[src/hdl/tsrl_pkg.sv]
package tsrl_pkg;

    localparam int CAPACITY_DEF    = 128;
    localparam int HANDLE_BITS_DEF = 16;
    localparam int TIME_W          = 63;
    localparam int HANDLE_W        = 16;
    localparam int OUT_CNT_W       = 8;

    // slave tdata layout
    localparam int S_START_LO  = 0;
    localparam int S_END_LO    = S_START_LO + TIME_W;
    localparam int S_HANDLE_LO = S_END_LO + TIME_W;
    localparam int S_CUTOFF_LO = S_HANDLE_LO + HANDLE_W;
    localparam int S_USED_W    = S_CUTOFF_LO + TIME_W;
    localparam int S_TDATA_W   = ((S_USED_W + 7) / 8) * 8;

    // master tdata layout
    localparam int M_USED_W  = 1 + 3 * OUT_CNT_W + 1 + 2 * TIME_W;
    localparam int M_TDATA_W = ((M_USED_W + 7) / 8) * 8;

    typedef logic signed [TIME_W-1:0] time_val_t;

    localparam logic OP_INSERT = 1'b0;
    localparam logic OP_REMOVE = 1'b1;

    localparam logic ST_DONE = 1'b0;
    localparam logic ST_FULL = 1'b1;

    typedef enum logic [1:0] {
        S_IDLE,
        S_SEARCH,
        S_REM_SCAN,
        S_DONE
    } state_t;

    typedef enum logic [1:0] {
        CELL_HOLD,
        CELL_INSERT,
        CELL_SHIFT
    } cell_mode_t;

    typedef struct packed {
        cell_mode_t mode;
        time_val_t  key_start;
        time_val_t  key_end;
    } cell_cmd_t;

endpackage

[src/hdl/tsrl_cell.sv]
module tsrl_cell
    import tsrl_pkg::*;
#(
    parameter int IDX         = 0,
    parameter int CAPACITY    = CAPACITY_DEF,
    parameter int HANDLE_BITS = HANDLE_BITS_DEF
)
(
    input  logic                              clk,
    input  cell_cmd_t                         cmd,
    input  logic [HANDLE_BITS-1:0]            new_handle,
    input  logic [$clog2(CAPACITY+1)-1:0]     count,
    input  logic                              prev_le,
    input  time_val_t                         prev_start,
    input  time_val_t                         prev_stop,
    input  logic [HANDLE_BITS-1:0]            prev_handle,
    input  time_val_t                         next_start,
    input  time_val_t                         next_stop,
    input  logic [HANDLE_BITS-1:0]            next_handle,
    output time_val_t                         start_out,
    output time_val_t                         stop_out,
    output logic [HANDLE_BITS-1:0]            handle,
    output logic                              le
);

    localparam int CW = $clog2(CAPACITY+1);
    localparam logic [CW-1:0] IDX_C = CW'(IDX);

    time_val_t              start_reg, start_next;
    time_val_t              stop_reg, stop_next;
    logic [HANDLE_BITS-1:0] handle_reg, handle_next;
    logic                   valid;

    assign valid = count > IDX_C;
    assign le    = valid && (start_reg <= cmd.key_start);

    always_comb
    begin
        start_next  = start_reg;
        stop_next   = stop_reg;
        handle_next = handle_reg;
        case (cmd.mode)
            CELL_INSERT:
            begin
                if (!le)
                begin
                    if (prev_le)
                    begin
                        start_next  = cmd.key_start;
                        stop_next   = cmd.key_end;
                        handle_next = new_handle;
                    end
                    else
                    begin
                        start_next  = prev_start;
                        stop_next   = prev_stop;
                        handle_next = prev_handle;
                    end
                end
            end
            CELL_SHIFT:
            begin
                start_next  = next_start;
                stop_next   = next_stop;
                handle_next = next_handle;
            end
            default:
            begin
            end
        endcase
    end

    always_ff @(posedge clk)
    begin
        start_reg  <= start_next;
        stop_reg   <= stop_next;
        handle_reg <= handle_next;
    end

    assign start_out = start_reg;
    assign stop_out  = stop_reg;
    assign handle    = handle_reg;

endmodule

[config.mk]
export PLATFORM = sky130hd
export DESIGN_NAME = tsrl_cell
export DESIGN_NICKNAME = d
export VERILOG_FILES = /design/src/hdl/tsrl_pkg.sv /design/src/hdl/tsrl_cell.sv
export SDC_FILE = /design/constraint.sdc
export NUM_CORES = 1
export LEC_CHECK = 0
export BUFFER_PORTS_ARGS = -buffer_cell sky130_fd_sc_hd__buf_2
export CAP_MARGIN = 5
export CORE_AREA = 8 8 218 220
export CTS_BUF_LIST = sky130_fd_sc_hd__clkbuf_2 sky130_fd_sc_hd__clkbuf_4 sky130_fd_sc_hd__clkbuf_8
export DETAILED_ROUTE_END_ITERATION = 8
export DIE_AREA = 0 0 226 228
export GPL_ROUTABILITY_DRIVEN = 0
export MAX_ROUTING_LAYER = met4
export SETUP_SLACK_MARGIN = 0.15
export SYNTH_ARGS = -nofsm -noshare
export SYNTH_HDL_FRONTEND = slang
export SYNTH_SLANG_ARGS = --single-unit
export TNS_END_PERCENT = 20
[constraint.sdc]
create_clock -name clk -period 10.9 [get_ports clk]
set_clock_uncertainty 0.1 [all_clocks]
set_input_delay 2.18 -clock clk [delete_from_list [all_inputs] [get_ports clk]]
set_output_delay 2.18 -clock clk [all_outputs]
set_load 0.05 [all_outputs]
==> impl_metrics.py <==
metrics = {
    "cells_and_area": {
        "final_nets": 1920,
        "area_growth_pct": 44.2,
        "drive_gt1_share_pct": 43.6,
        "layout_commonest_cell": "buf_2",
        "mostFrequentLayoutCells": "buf_2 (579), nand2_1 (162), o21ai_0 (153), mux2i_1 (142), edfxtp_1 (142)",
        "fillers": 4620,
        "final_util_pct": 29.0,
        "stdcell_count": 2030,
        "postLayoutCellArea_mm2": 0.0127,
    },
    "power_and_ir_drop": {
        "power_leakage_nw": 6.14,
        "powerDensity_mw_per_mm2": 131,
        "vdd_drop_max_v": 0.0000699,
    },
    "floorplan": {
        "rows": 77,
        "die_h_um": 228,
        "core_mm2": 0.0438,
        "start_util_pct": 20.1,
        "die_w_um": 226,
        "die_area_mm2": 0.0515,
        "top_level_ports": 581,
    },
    "worst_setup_path": {
        "rr_worst_depth": 9,
        "crit_chain": "buf_2 > inv_1 > ha_1 > nand3_1 > nor4_4 > and4_1 > nand4_1 > nand2_1 > a21oi_1 > nor3_2 > buf_2",
        "cp_num_buf_inv": 3,
        "crit_arrival_ns": 4.50,
        "cp_slowest_cell": "nor4_4",
        "cpMostUsedCell": "buf_2",
        "crit_type": "in -> out",
        "cp.depth": 11,
        "end_kind": "output port",
        "critPathTopFamily": "simple AND/OR/NAND/NOR gates",
        "path_max_fanout": 6,
        "critical_path.max_stage_delay_ns": 0.51,
        "cp-start-kind": "input port",
        "cp.required_ns": 8.62,
    },
    "detailed_routing": {
        "ant_nets": 0,
        "vias_per_cell": 4.25,
        "routed-via-count": 8620,
        "drtPass1Iterations": 5,
        "post_drt_wl_per_cell_um": 18.8,
        "drt-initial-drc-count": 452,
        "drc_errors": 0,
        "wl_mm": 38.2,
    },
    "place": {
        "place_hpwl_mm": 32.2,
        "placed_cells": 1992,
        "dpl_cell_area_mm2": 0.0124,
        "port_buffers": 580,
    },
    "timing": {
        "slew_headroom_pct": 35.8,
        "rsz0062_at_grt": "false",
        "finalSetupViolations": 0,
        "hold_viol": 0,
        "fmax_mhz": 147,
        "slew_violations": 0,
        "whs_ns": 1.46,
        "fin_crit_ns": 6.78,
        "tightest_slew_ns": 0.963,
        "timing.final.crit_share_pct": 62.2,
        "finalSetupTns_ns": 0,
    },
    "clock_tree": {
        "cts_buffers": 17,
        "htree_levels": 4,
        "cts_resized": 0,
        "clock_latency_ns": 0.53,
        "clk_path_buf_depth": 2,
        "cts_sinks": 142,
        "postCtsHoldBufs": 0,
        "cts_tree": "yes",
        "cts-root-buf": "clkbuf_8",
        "clk_pin_slew_ns": 0.08,
        "postCtsSetupBuffers": 0,
    },
    "run_status": {
        "status": "finished clean",
    },
    "grt": {
        "grt_max_degree": 109,
        "grt_pass1_vias": 9061,
        "grt.overflow.total": 0,
        "antenna_found_initial": 8,
        "track_usage_pct": 14.8,
        "grt_pass1_wl_mm": 55.2,
    },
    "logic_synthesis": {
        "synth_top_area_share_pct": 48.3,
        "yosys_warnings": 0,
        "synth_area_per_cell_um2": 10.3,
        "synth_ff_type": "edfxtp_1",
        "synth_seq_area_share_pct": 48.3,
        "ys_top_cells_by_area": "edfxtp_1 (48%), mux2i_1 (16%), ha_1 (8.9%)",
        "synth_area_mm2": 0.00883,
        "synth_edf_count": 142,
        "synthDistinctLibCells": 35,
        "ys_ff_latch": 142,
        "synthCells": 860,
        "synthesis.nets": 1361,
        "synth_top_cell_by_area": "edfxtp_1",
        "ys_async_sr_fraction_pct": 0,
    },
    "hold_path": {
        "holdPathStages": 3,
        "hold_path.class": "reg -> reg",
    },
    "flow_run": {
        "drv_cap": 0,
    },
}
## where the power goes
group | switching [mW] | internal [mW] | total, mW
Combinational | 0.382 | 0.166 | 0.547
Clock | 0.250 | 0.164 | 0.414
Sequential | 0.0242 | 0.677 | 0.702
## cells by family after synthesis
family                     share of synthesized area (%)
and+or+nand+nor                                     9.73
AOI/OAI and AO/OA                                   11.9
muxes                                               16.1
DFF                                                 48.3
buffers and inverters                               5.06
adders and majority gates                           8.93
## metal layers
layer  vias up  global-route usage [%]  routed length [µm]
li1       4230                       -                   -
met1      3908                    16.1               15200
met2       423                    24.2               18500
met3        59                    5.32                3320
met4         0                    6.46                1240
met5         -                       -                   0
## area by class of cell
type / count / area, µm² / share of cell area (%)
clock inverters: 15 / 126 / 0.993
repair buffers: 587 / 2960 / 23.3
flip-flops and latches: 142 / 4260 / 33.5
well taps: 592 / 741 / 5.82
diodes: 6 / 15.0 / 0.118
clock buffers: 17 / 234 / 1.84
multi-input cells: 605 / 4140 / 32.5
inverters: 66 / 248 / 1.95
## worst min-delay path: cells and delay by family (launching register included)
kind            cells  cell delay [ns]
compound gates      1             0.18
fa+ha+maj           1             0.22
flops               1             0.36
simple gates        1             0.52
## synth_stat cells (all sizes together) (2+ instances only)
master  instances
nand2         162
o21ai         154
edfxtp        142
mux2i         142
inv            66
ha             63
a21oi          28
clkbuf         28
buf            19
nand4          10
nor2            9
nand3           7
nor3            4
a211oi          3
a221oi          3
nor4            3
a21o            2
and4            2
nor2b           2
or4             2
## path summary, 6_finish.rpt
kind            startpoint            end  slack (ns)
min reg2reg  start_out[62]  start_out[62]        1.46
max               cmd[125]             le        4.12
max reg2reg   start_out[8]   stop_out[10]        6.83
min          start_out[62]  start_out[62]        1.46
## per-stage QoR
stage	setup WS, ns	total power [mW]
final	4.12	1.66
after global routing	3.91	1.75
after CTS	4.05	1.70
after detailed placement	4.04	1.27
after global placement	4.10	1.26
after floorplan	2.34	1.07
No activity file was read; power rests on OpenSTA's default activity.
